==> src/rtl/core/tasd_pkg.sv <==
// Shared types and constants of the text animation stream decoder.
package tasd_pkg;

  typedef enum logic [2:0] {
    OP_WRITE    = 3'd0,
    OP_SKIP     = 3'd1,
    OP_HOME     = 3'd2,
    OP_SETW     = 3'd3,
    OP_SETH     = 3'd4,
    OP_END      = 3'd5,
    OP_BADMAGIC = 3'd6,
    OP_BADCOUNT = 3'd7
  } op_t;

  typedef struct packed {
    op_t         op;
    logic [5:0]  cnt;
    logic [7:0]  data;
    logic [13:0] delay;
  } cmd_t;

  localparam logic [2:0] KIND_CHAR      = 3'd0;
  localparam logic [2:0] KIND_FRAME     = 3'd1;
  localparam logic [2:0] KIND_MOVIE_END = 3'd2;
  localparam logic [2:0] KIND_BAD_MAGIC = 3'd3;
  localparam logic [2:0] KIND_USER_CHR  = 3'd4;

  localparam logic [7:0] MAGIC_BYTE = 8'h40;
  localparam logic [7:0] SPACE_CHAR = 8'h20;
  localparam logic [7:0] OPC_END    = 8'hF0;
  localparam logic [7:0] OPC_FRAME  = 8'hF1;

endpackage

==> src/rtl/core/tasd_front.sv <==
// Front end: header parse and opcode classification into commands.
module tasd_front (
  input  logic          clk,
  input  logic          rst,
  input  logic          in_valid,
  output logic          in_ready,
  input  logic [7:0]    byte_in,
  input  logic          full,
  output logic          push,
  output tasd_pkg::cmd_t cmd
);
  import tasd_pkg::*;

  typedef enum logic [8:0] {
    PH_MAGIC   = 9'b000000001,
    PH_WIDTH   = 9'b000000010,
    PH_HEIGHT  = 9'b000000100,
    PH_COUNT   = 9'b000001000,
    PH_DATA    = 9'b000010000,
    PH_REPCHAR = 9'b000100000,
    PH_DELAY   = 9'b001000000,
    PH_HOME    = 9'b010000000,
    PH_HALT    = 9'b100000000
  } phase_t;

  phase_t      phase, phase_next;
  logic [4:0]  pend_cnt, pend_cnt_next;
  logic [7:0]  pend_delay, pend_delay_next;
  logic        cmd_en;
  logic        acc;
  logic [13:0] delay_x33;

  assign in_ready  = ~full;
  assign acc       = in_valid & ~full;
  assign push      = acc & cmd_en;
  assign delay_x33 = {1'b0, pend_delay, 5'b0} + {6'b0, pend_delay};

  always_comb begin
    phase_next      = phase;
    pend_cnt_next   = pend_cnt;
    pend_delay_next = pend_delay;
    cmd_en          = 1'b0;
    cmd.op          = OP_WRITE;
    cmd.cnt         = 6'd1;
    cmd.data        = byte_in;
    cmd.delay       = '0;
    unique case (phase)
      PH_MAGIC: begin
        if (byte_in == MAGIC_BYTE) begin
          phase_next = PH_WIDTH;
        end else begin
          cmd_en     = 1'b1;
          cmd.op     = OP_BADMAGIC;
          phase_next = PH_HALT;
        end
      end
      PH_WIDTH: begin
        cmd_en     = 1'b1;
        cmd.op     = OP_SETW;
        phase_next = PH_HEIGHT;
      end
      PH_HEIGHT: begin
        cmd_en     = 1'b1;
        cmd.op     = OP_SETH;
        phase_next = PH_COUNT;
      end
      PH_COUNT: begin
        if (byte_in != 8'd0) begin
          cmd_en     = 1'b1;
          cmd.op     = OP_BADCOUNT;
          phase_next = PH_HALT;
        end else begin
          phase_next = PH_DATA;
        end
      end
      PH_DATA: begin
        unique case (byte_in[7:4]) inside
          4'h8, 4'h9: begin
            cmd_en   = 1'b1;
            cmd.cnt  = {1'b0, byte_in[4:0]} + 6'd2;
            cmd.data = SPACE_CHAR;
          end
          4'hA: begin
            cmd_en  = 1'b1;
            cmd.op  = OP_SKIP;
            cmd.cnt = (byte_in[3:0] == 4'd0) ? 6'd16 : {2'b0, byte_in[3:0]};
          end
          4'hE: begin
            pend_cnt_next = (byte_in[3:0] == 4'd0) ? 5'd16 : {1'b0, byte_in[3:0]};
            phase_next    = PH_REPCHAR;
          end
          4'hF: begin
            if (byte_in == OPC_END) begin
              cmd_en     = 1'b1;
              cmd.op     = OP_END;
              phase_next = PH_HALT;
            end else if (byte_in == OPC_FRAME) begin
              phase_next = PH_DELAY;
            end else begin
              cmd_en = 1'b1;
            end
          end
          default: begin
            cmd_en = 1'b1;
          end
        endcase
      end
      PH_REPCHAR: begin
        cmd_en     = 1'b1;
        cmd.cnt    = {1'b0, pend_cnt};
        phase_next = PH_DATA;
      end
      PH_DELAY: begin
        pend_delay_next = byte_in;
        phase_next      = PH_HOME;
      end
      PH_HOME: begin
        cmd_en     = 1'b1;
        cmd.op     = OP_HOME;
        cmd.delay  = delay_x33;
        phase_next = PH_DATA;
      end
      PH_HALT: begin
        phase_next = PH_HALT;
      end
      default: begin
        phase_next = PH_HALT;
      end
    endcase
  end

  always_ff @(posedge clk) begin
    if (rst) begin
      phase      <= PH_MAGIC;
      pend_cnt   <= '0;
      pend_delay <= '0;
    end else if (acc) begin
      phase      <= phase_next;
      pend_cnt   <= pend_cnt_next;
      pend_delay <= pend_delay_next;
    end
  end

endmodule

==> src/rtl/core/tasd_fifo.sv <==
// Command queue between the front end and the back end.
module tasd_fifo #(
  parameter int DEPTH = 4
) (
  input  logic           clk,
  input  logic           rst,
  input  logic           push,
  input  tasd_pkg::cmd_t din,
  output logic           full,
  input  logic           pop,
  output tasd_pkg::cmd_t dout,
  output logic           empty
);
  import tasd_pkg::*;

  localparam int AW = (DEPTH > 1) ? $clog2(DEPTH) : 1;
  localparam int CW = $clog2(DEPTH + 1);

  cmd_t          mem [DEPTH];
  logic [AW-1:0] wr_ptr, rd_ptr;
  logic [CW-1:0] count;

  assign full  = (count == CW'(DEPTH));
  assign empty = (count == '0);
  assign dout  = mem[rd_ptr];

  always_ff @(posedge clk) begin
    if (push) begin
      mem[wr_ptr] <= din;
    end
  end

  always_ff @(posedge clk) begin
    if (rst) begin
      wr_ptr <= '0;
      rd_ptr <= '0;
      count  <= '0;
    end else begin
      if (push) begin
        wr_ptr <= (wr_ptr == AW'(DEPTH - 1)) ? '0 : wr_ptr + 1'b1;
      end
      if (pop) begin
        rd_ptr <= (rd_ptr == AW'(DEPTH - 1)) ? '0 : rd_ptr + 1'b1;
      end
      if (push && !pop) begin
        count <= count + 1'b1;
      end else if (pop && !push) begin
        count <= count - 1'b1;
      end
    end
  end

`ifndef SYNTHESIS
  a_no_push_full: assert property (@(posedge clk) disable iff (rst) push |-> !full)
    else $error("push into full queue");
  a_no_pop_empty: assert property (@(posedge clk) disable iff (rst) pop |-> !empty)
    else $error("pop from empty queue");
  a_count_range: assert property (@(posedge clk) disable iff (rst) count <= CW'(DEPTH))
    else $error("queue count out of range");
  a_count_inc: assert property (@(posedge clk) disable iff (rst)
    (push && !pop) |=> (count == $past(count) + 1'b1))
    else $error("queue count did not advance on push");
`endif

endmodule

==> src/rtl/core/tasd_back.sv <==
// Back end: cursor tracking and result emission, at most one result per cycle while the receiver accepts.
module tasd_back (
  input  logic           clk,
  input  logic           rst,
  input  logic           head_valid,
  input  tasd_pkg::cmd_t head,
  output logic           pop,
  output logic           out_valid,
  input  logic           out_ready,
  output logic [2:0]     kind,
  output logic [7:0]     col,
  output logic [8:0]     row,
  output logic [7:0]     char_code,
  output logic [13:0]    delay_ms,
  output logic           last
);
  import tasd_pkg::*;

  logic [7:0] win_width, win_height;
  logic [7:0] cur_col, cur_col_next;
  logic [8:0] cur_row, cur_row_next;
  logic [5:0] rep;
  logic       adv, emit, run_last;
  logic [8:0] last_row, row_inc, col_p1, pos, pos_w, home_r;
  logic [7:0] cap;
  logic [2:0] kind_next;
  logic [7:0] col_out;
  logic [8:0] row_out;
  logic [7:0] char_out;
  logic [13:0] delay_out;
  logic        last_out;

  assign adv      = ~out_valid | out_ready;
  assign last_row = {1'b0, win_height} + 9'd1;
  assign row_inc  = (cur_row < last_row) ? cur_row + 9'd1 : cur_row;
  assign col_p1   = {1'b0, cur_col} + 9'd1;
  assign pos      = {1'b0, cur_col} + {3'b0, head.cnt};
  assign pos_w    = pos - {1'b0, win_width};
  assign cap      = (win_width == 8'd0) ? 8'd1 : win_width;
  assign home_r   = ({1'b0, head.data} + 9'd1 > last_row) ? last_row
                                                          : {1'b0, head.data} + 9'd1;
  assign run_last = (rep + 6'd1 == head.cnt);

  always_comb begin
    pop          = 1'b0;
    emit         = 1'b0;
    cur_col_next = cur_col;
    cur_row_next = cur_row;
    kind_next    = KIND_CHAR;
    col_out      = '0;
    row_out      = '0;
    char_out     = '0;
    delay_out    = '0;
    last_out     = 1'b1;
    if (head_valid) begin
      unique case (head.op)
        OP_WRITE: begin
          if (adv) begin
            emit     = 1'b1;
            pop      = run_last;
            last_out = run_last;
            col_out  = cur_col;
            row_out  = cur_row;
            char_out = head.data;
            if (col_p1 > {1'b0, win_width}) begin
              cur_col_next = 8'd1;
              cur_row_next = row_inc;
            end else begin
              cur_col_next = col_p1[7:0];
            end
          end
        end
        OP_SKIP: begin
          pop = 1'b1;
          if (pos > {1'b0, win_width}) begin
            cur_row_next = row_inc;
            cur_col_next = (pos_w > {1'b0, cap}) ? cap : pos_w[7:0];
          end else begin
            cur_col_next = (pos > {1'b0, cap}) ? cap : pos[7:0];
          end
        end
        OP_SETW, OP_SETH: begin
          pop = 1'b1;
        end
        OP_HOME: begin
          if (adv) begin
            emit         = 1'b1;
            pop          = 1'b1;
            kind_next    = KIND_FRAME;
            col_out      = 8'd1;
            row_out      = home_r;
            delay_out    = head.delay;
            cur_col_next = 8'd1;
            cur_row_next = home_r;
          end
        end
        OP_END, OP_BADMAGIC, OP_BADCOUNT: begin
          if (adv) begin
            emit = 1'b1;
            pop  = 1'b1;
            case (head.op)
              OP_END:      kind_next = KIND_MOVIE_END;
              OP_BADMAGIC: kind_next = KIND_BAD_MAGIC;
              default:     kind_next = KIND_USER_CHR;
            endcase
          end
        end
        default: begin
          pop = 1'b1;
        end
      endcase
    end
  end

  always_ff @(posedge clk) begin
    if (rst) begin
      win_width  <= '0;
      win_height <= '0;
      cur_col    <= 8'd1;
      cur_row    <= 9'd1;
      rep        <= '0;
      out_valid  <= 1'b0;
    end else begin
      cur_col <= cur_col_next;
      cur_row <= cur_row_next;
      if (head_valid && head.op == OP_SETW) begin
        win_width <= head.data;
      end
      if (head_valid && head.op == OP_SETH) begin
        win_height <= head.data;
      end
      if (emit && head.op == OP_WRITE) begin
        rep <= run_last ? 6'd0 : rep + 6'd1;
      end
      if (emit) begin
        out_valid <= 1'b1;
      end else if (out_ready) begin
        out_valid <= 1'b0;
      end
    end
  end

  always_ff @(posedge clk) begin
    if (emit) begin
      kind      <= kind_next;
      col       <= col_out;
      row       <= row_out;
      char_code <= char_out;
      delay_ms  <= delay_out;
      last      <= last_out;
    end
  end

endmodule

==> src/rtl/core/text_animation_stream_decoder_top.sv <==
// Top level of the text animation stream decoder.
// Input channel: in_valid/in_ready with byte_in, one stream byte per item,
// the four-byte header first, then opcode bytes.
// Output channel: out_valid/out_ready with kind, col, row, char_code,
// delay_ms and last; last marks the final result caused by one input byte.
// A byte is taken by the front end and turned into at most one command
// in a DEPTH-entry queue; with the queue empty, the command is written to the
// queue, and out_valid rises when the back end registers the first result.
// Throughput: one byte per cycle while the queue has room. The back end
// sends one result per cycle while the receiver accepts, so a space run or
// repeat run of n cells holds it until all are sent; bytes keep entering
// until the queue fills. Bytes with no result (header, skips, frame delay)
// still pass one queue slot each where they change the cursor or window size.
// Reset: synchronous rst clears the queue, the parse phase, the window size
// to zero and the cursor to column 1, row 1.
// When the receiver stalls, the output register holds its item, the back end
// stops, the queue fills and in_ready then drops.
// After the movie end or a header error, further bytes are taken and dropped.
module text_animation_stream_decoder_top #(
  parameter int DEPTH = 4
) (
  input  logic        clk,
  input  logic        rst,
  input  logic        in_valid,
  output logic        in_ready,
  input  logic [7:0]  byte_in,
  output logic        out_valid,
  input  logic        out_ready,
  output logic [2:0]  kind,
  output logic [7:0]  col,
  output logic [8:0]  row,
  output logic [7:0]  char_code,
  output logic [13:0] delay_ms,
  output logic        last
);
  import tasd_pkg::*;

  cmd_t cmd_in, cmd_head;
  logic push, pop, full, empty;

  tasd_front u_front (
    .clk      (clk),
    .rst      (rst),
    .in_valid (in_valid),
    .in_ready (in_ready),
    .byte_in  (byte_in),
    .full     (full),
    .push     (push),
    .cmd      (cmd_in)
  );

  tasd_fifo #(
    .DEPTH (DEPTH)
  ) u_fifo (
    .clk   (clk),
    .rst   (rst),
    .push  (push),
    .din   (cmd_in),
    .full  (full),
    .pop   (pop),
    .dout  (cmd_head),
    .empty (empty)
  );

  tasd_back u_back (
    .clk        (clk),
    .rst        (rst),
    .head_valid (~empty),
    .head       (cmd_head),
    .pop        (pop),
    .out_valid  (out_valid),
    .out_ready  (out_ready),
    .kind       (kind),
    .col        (col),
    .row        (row),
    .char_code  (char_code),
    .delay_ms   (delay_ms),
    .last       (last)
  );

endmodule

==> config.mk <==
export PLATFORM = sky130hd
export DESIGN_NAME = text_animation_stream_decoder_top
export DESIGN_NICKNAME = d
export VERILOG_FILES = /design/src/rtl/core/tasd_pkg.sv /design/src/rtl/core/tasd_front.sv /design/src/rtl/core/tasd_fifo.sv /design/src/rtl/core/tasd_back.sv /design/src/rtl/core/text_animation_stream_decoder_top.sv
export SDC_FILE = /design/constraint.sdc
export NUM_CORES = 1
export LEC_CHECK = 0
export BUFFER_PORTS_ARGS = -buffer_cell sky130_fd_sc_hd__buf_2
export CAP_MARGIN = 10
export CORE_UTILIZATION = 45
export CTS_BUF_LIST = sky130_fd_sc_hd__clkbuf_16
export CTS_CLUSTER_DIAMETER = 80
export DETAILED_ROUTE_END_ITERATION = 16
export HOLD_SLACK_MARGIN = 0.1
export PLACE_DENSITY = 0.69
export SLEW_MARGIN = 40
export SYNTH_ARGS = -nofsm -noshare
export SYNTH_HDL_FRONTEND = slang
export SYNTH_HIERARCHICAL = 1
export SYNTH_SLANG_ARGS = --single-unit
==> constraint.sdc <==
create_clock -name clk -period 6.6 [get_ports clk]
set_input_delay 0.66 -clock clk [delete_from_list [all_inputs] [get_ports clk]]
set_output_delay 0.66 -clock clk [all_outputs]
set_load 0.02 [all_outputs]
==> impl_results.md <==
* Status: finished, final reports clean
* IR drop worst, VDD at 270 uV
* Worst-Margin Slew at 884 ps
* Die ar. at 0.0291 mm^2
* F_max at 182 MHz
* Via count at 9,115
* Clk_lat worst skew at 530 ps
* Post-layout power at 7870 uW
* Cell count after synthesis at 1,129
* CP required at 7050 ps
* Yosys reg bits at 238
* PD cells at 553 mW/mm^2
* Largest net degree at the start of global routing at 45
* Seq/Total Area, Yosys at 50.3%
* Die width at 171 um
* CP endpoint kind: flip-flop
* Vias per cell at 5.77
* Core ar. at 0.0279 mm^2
* Number of synthesized flops with an enable pin at 167
* Asr flop ratio synth at 0%
* Port Buffers at 56
* Clk buf depth at 3
* # clock sinks at 238
* Area contributors post-synth: edfxtp_1, dfxtp_1, ha_1
* Worst Path Max Fanout at 15
* Final core utilization at 51.1%
* Starting Density at 46.0%
* Clk pin slew, worst setup/hold paths at 60 ps
* Yosys cell types at 83
* Synthesized area at 0.0128 mm^2
* Total Routing Usage GR at 20.9%
* Clock root buffer master: clkbuf_16
* RD Place Congestion at 0.965
* Max_cap viols at 0
* Total Neg Setup Slack at 0 ps
* Worst rel slew slack at 40.7%
* Drt first-iter violations at 695
* Num CTS Buffers at 27
* Yosys warnings at 6
* Layout cells sized above 1 at 14.4%
* Most frequent cells in the layout: edfxtp_1, nor2_1, nand2_1, ha_1, dfxtp_1
* Worst setup SP type: flip-flop
* Htree depth at 1
* Post-DP HPWL at 20.8 mm
* Post-route ant nets at 0
* CTS tree: done
* Total Nets Final at 1,267
* Initial antenna violation count at 0
* Crit path to: u_back/cur_col[2]
* Post_cts resized at 0
* Row cnt at 61
* Wirelength per Cell at 18.9 um
* Most common cell after layout, fill and taps aside: edfxtp_1
* Ant diodes at 0
* Top FF cell, synth: edfxtp_1
* RSZ-0062 raised after global routing: false
* Hold_buf cts at 0
* Gr ovfl total at 0
* P_leak at 0.00520 uW
* Skew final at 10.6 ps
* Area Growth Syn to Fin at 11.2%
* Period minus WS final at 5500 ps
* Vias in the first global route at 8,580
* Cell taking the most area after synthesis: edfxtp_1
* Die Y at 171 um
* Global-route wire length before repair at 47.4 mm
* Slew Limit Fails at 0
* R2R cell count at 19
* IO Count at 57
* R2R Setup Slk at 1100 ps
* Post-Synthesis Mean Instance Area at 11.3 um^2
* Final WL at 29.8 mm
* Post-CTS Setup Bufs at 0
* Drt pass-1 iters at 5
* Net count of the mapped netlist at 1,215
* Worst EP arrival at 5950 ps
* Min-delay worst type: reg -> reg
* FF-to-FF End: u_back/cur_col[2]
* Final worst path period share at 83.3%
* Final Hold Viols at 0
* Detailed-route DRC error count at 0
* CP Class: reg -> reg
* Share of the synthesized area in the top cell type at 39.2%
* Final setup fails at 0
## sequential cells by signal, summed over array words and instances, names as in the netlist, named ones only
| name | flops |
|---|---|
| u_back/col | 8 |
| u_back/win_height | 8 |
| u_back/row | 9 |
| u_fifo/rd_ptr | 2 |
| u_fifo/wr_ptr | 2 |
| u_front/phase | 9 |
| u_back/out_valid | 1 |
| u_front/pend_delay | 8 |
| u_fifo/mem | 124 |
| u_fifo/count | 3 |
| u_front/pend_cnt | 5 |
| u_back/cur_col | 8 |
| u_back/rep | 6 |
| u_back/char_code | 8 |
| u_back/last | 1 |
| u_back/delay_ms | 14 |
| u_back/cur_row | 9 |
| u_back/win_width | 8 |
| u_back/kind | 3 |
## cells in the mapped netlist (5+ instances only)
cell type    n
a2111oi_0    5
a211oi_1    17
a21o_1      14
a21oi_1     65
a22oi_1     10
a31oi_1      5
and2_1      39
and3_1      17
buf_2        9
buf_6        7
clkbuf_1    23
dfxtp_1     71
edfxtp_1   167
ha_1        70
inv_1       47
mux2i_1     28
mux4_2      30
nand2_1     70
nand2b_1    11
nand3_1     44
nand4_1      9
nor2_1     100
nor2b_1     18
nor3_1      26
nor3b_1      5
nor4_1      11
o21ai_0     38
o22ai_1      6
o311ai_0     6
or2_2       11
or3_1        8
xnor2_1     26
xor2_1      20
## cell type report
type	instances	area, um^2
clock buffers	27	676
clock inverters	22	160
fillers	2462	13600
inverters	47	176
multi-input cells	801	5960
flip-flops and latches	238	6440
well taps	378	473
repair buffers	66	355
## kinds of logic after synthesis
logic type | share of synthesized area (%)
AND/OR/NAND/NOR | 16.2
flip-flops | 50.3
AO/OA/AOI/OAI | 11.5
buffers and inverters | 3.32
adder cells (fa/ha/maj) | 7.47
multiplexers | 7.94
XOR/XNOR | 3.32
## stage by stage
stage	hold WS [ps]	instance area, um^2	instances	worst slack (ps)
after detailed placement	448	13400	1530	1120
after global placement	445	13400	1530	1160
final	461	14200	1579	1100
after global routing	488	14200	1579	737
after floorplan	437	12800	1129	1760
after CTS	457	14200	1579	1090
## power by group
part	total (uW)	internal [uW]	switching, uW
Combinational	4440	1690	2750
Clock	1400	791	604
Sequential	2030	1880	156
Total	7870	4360	3510
## worst min-delay path by stage
| stage | startpoint | to | slack (ps) | depth (start not counted) |
|---|---|---|---|---|
| after detailed placement | u_front/pend_cnt[0] | u_front/pend_cnt[0] | 450 | 2 |
| after global placement | u_front/pend_cnt[0] | u_front/pend_cnt[0] | 440 | 2 |
| final | u_front/pend_cnt[1] | u_front/pend_cnt[1] | 460 | 2 |
| after global routing | u_front/pend_cnt[0] | u_front/pend_cnt[0] | 490 | 2 |
| after floorplan | u_front/pend_cnt[2] | u_front/pend_cnt[2] | 440 | 2 |
| after CTS | u_front/pend_cnt[0] | u_front/pend_cnt[0] | 460 | 2 |
## routing by layer
| metal | vias up | GRT usage [%] | wire (um) |
|---|---|---|---|
| met2 | 307 | 35.4 | 14300 |
| met4 | 0 | 5.09 | 559 |
| li1 | 4350 | - | - |
| met1 | 4419 | 28.1 | 13100 |
| met3 | 39 | 2.94 | 1780 |
| met5 | - | 0 | 0 |
## worst max-delay path, cell delays in order, from the launching register on
cell and delay [ps]:
dfxtp_2 660, mux4_2 600, ha_1 260, fa_1 440, a21o_2 220, a21oi_1 170, xnor2_1 250, ha_1 390
o2111ai_1 180, nand2_1 90, nor2_1 120, xnor2_1 180, ha_1 300, a21o_1 180, a211oi_1 230, o221ai_1 150
o221a_2 210, a21o_1 240, a311o_1 390, a211oi_2 180
(Power assumes the default switching activity.)
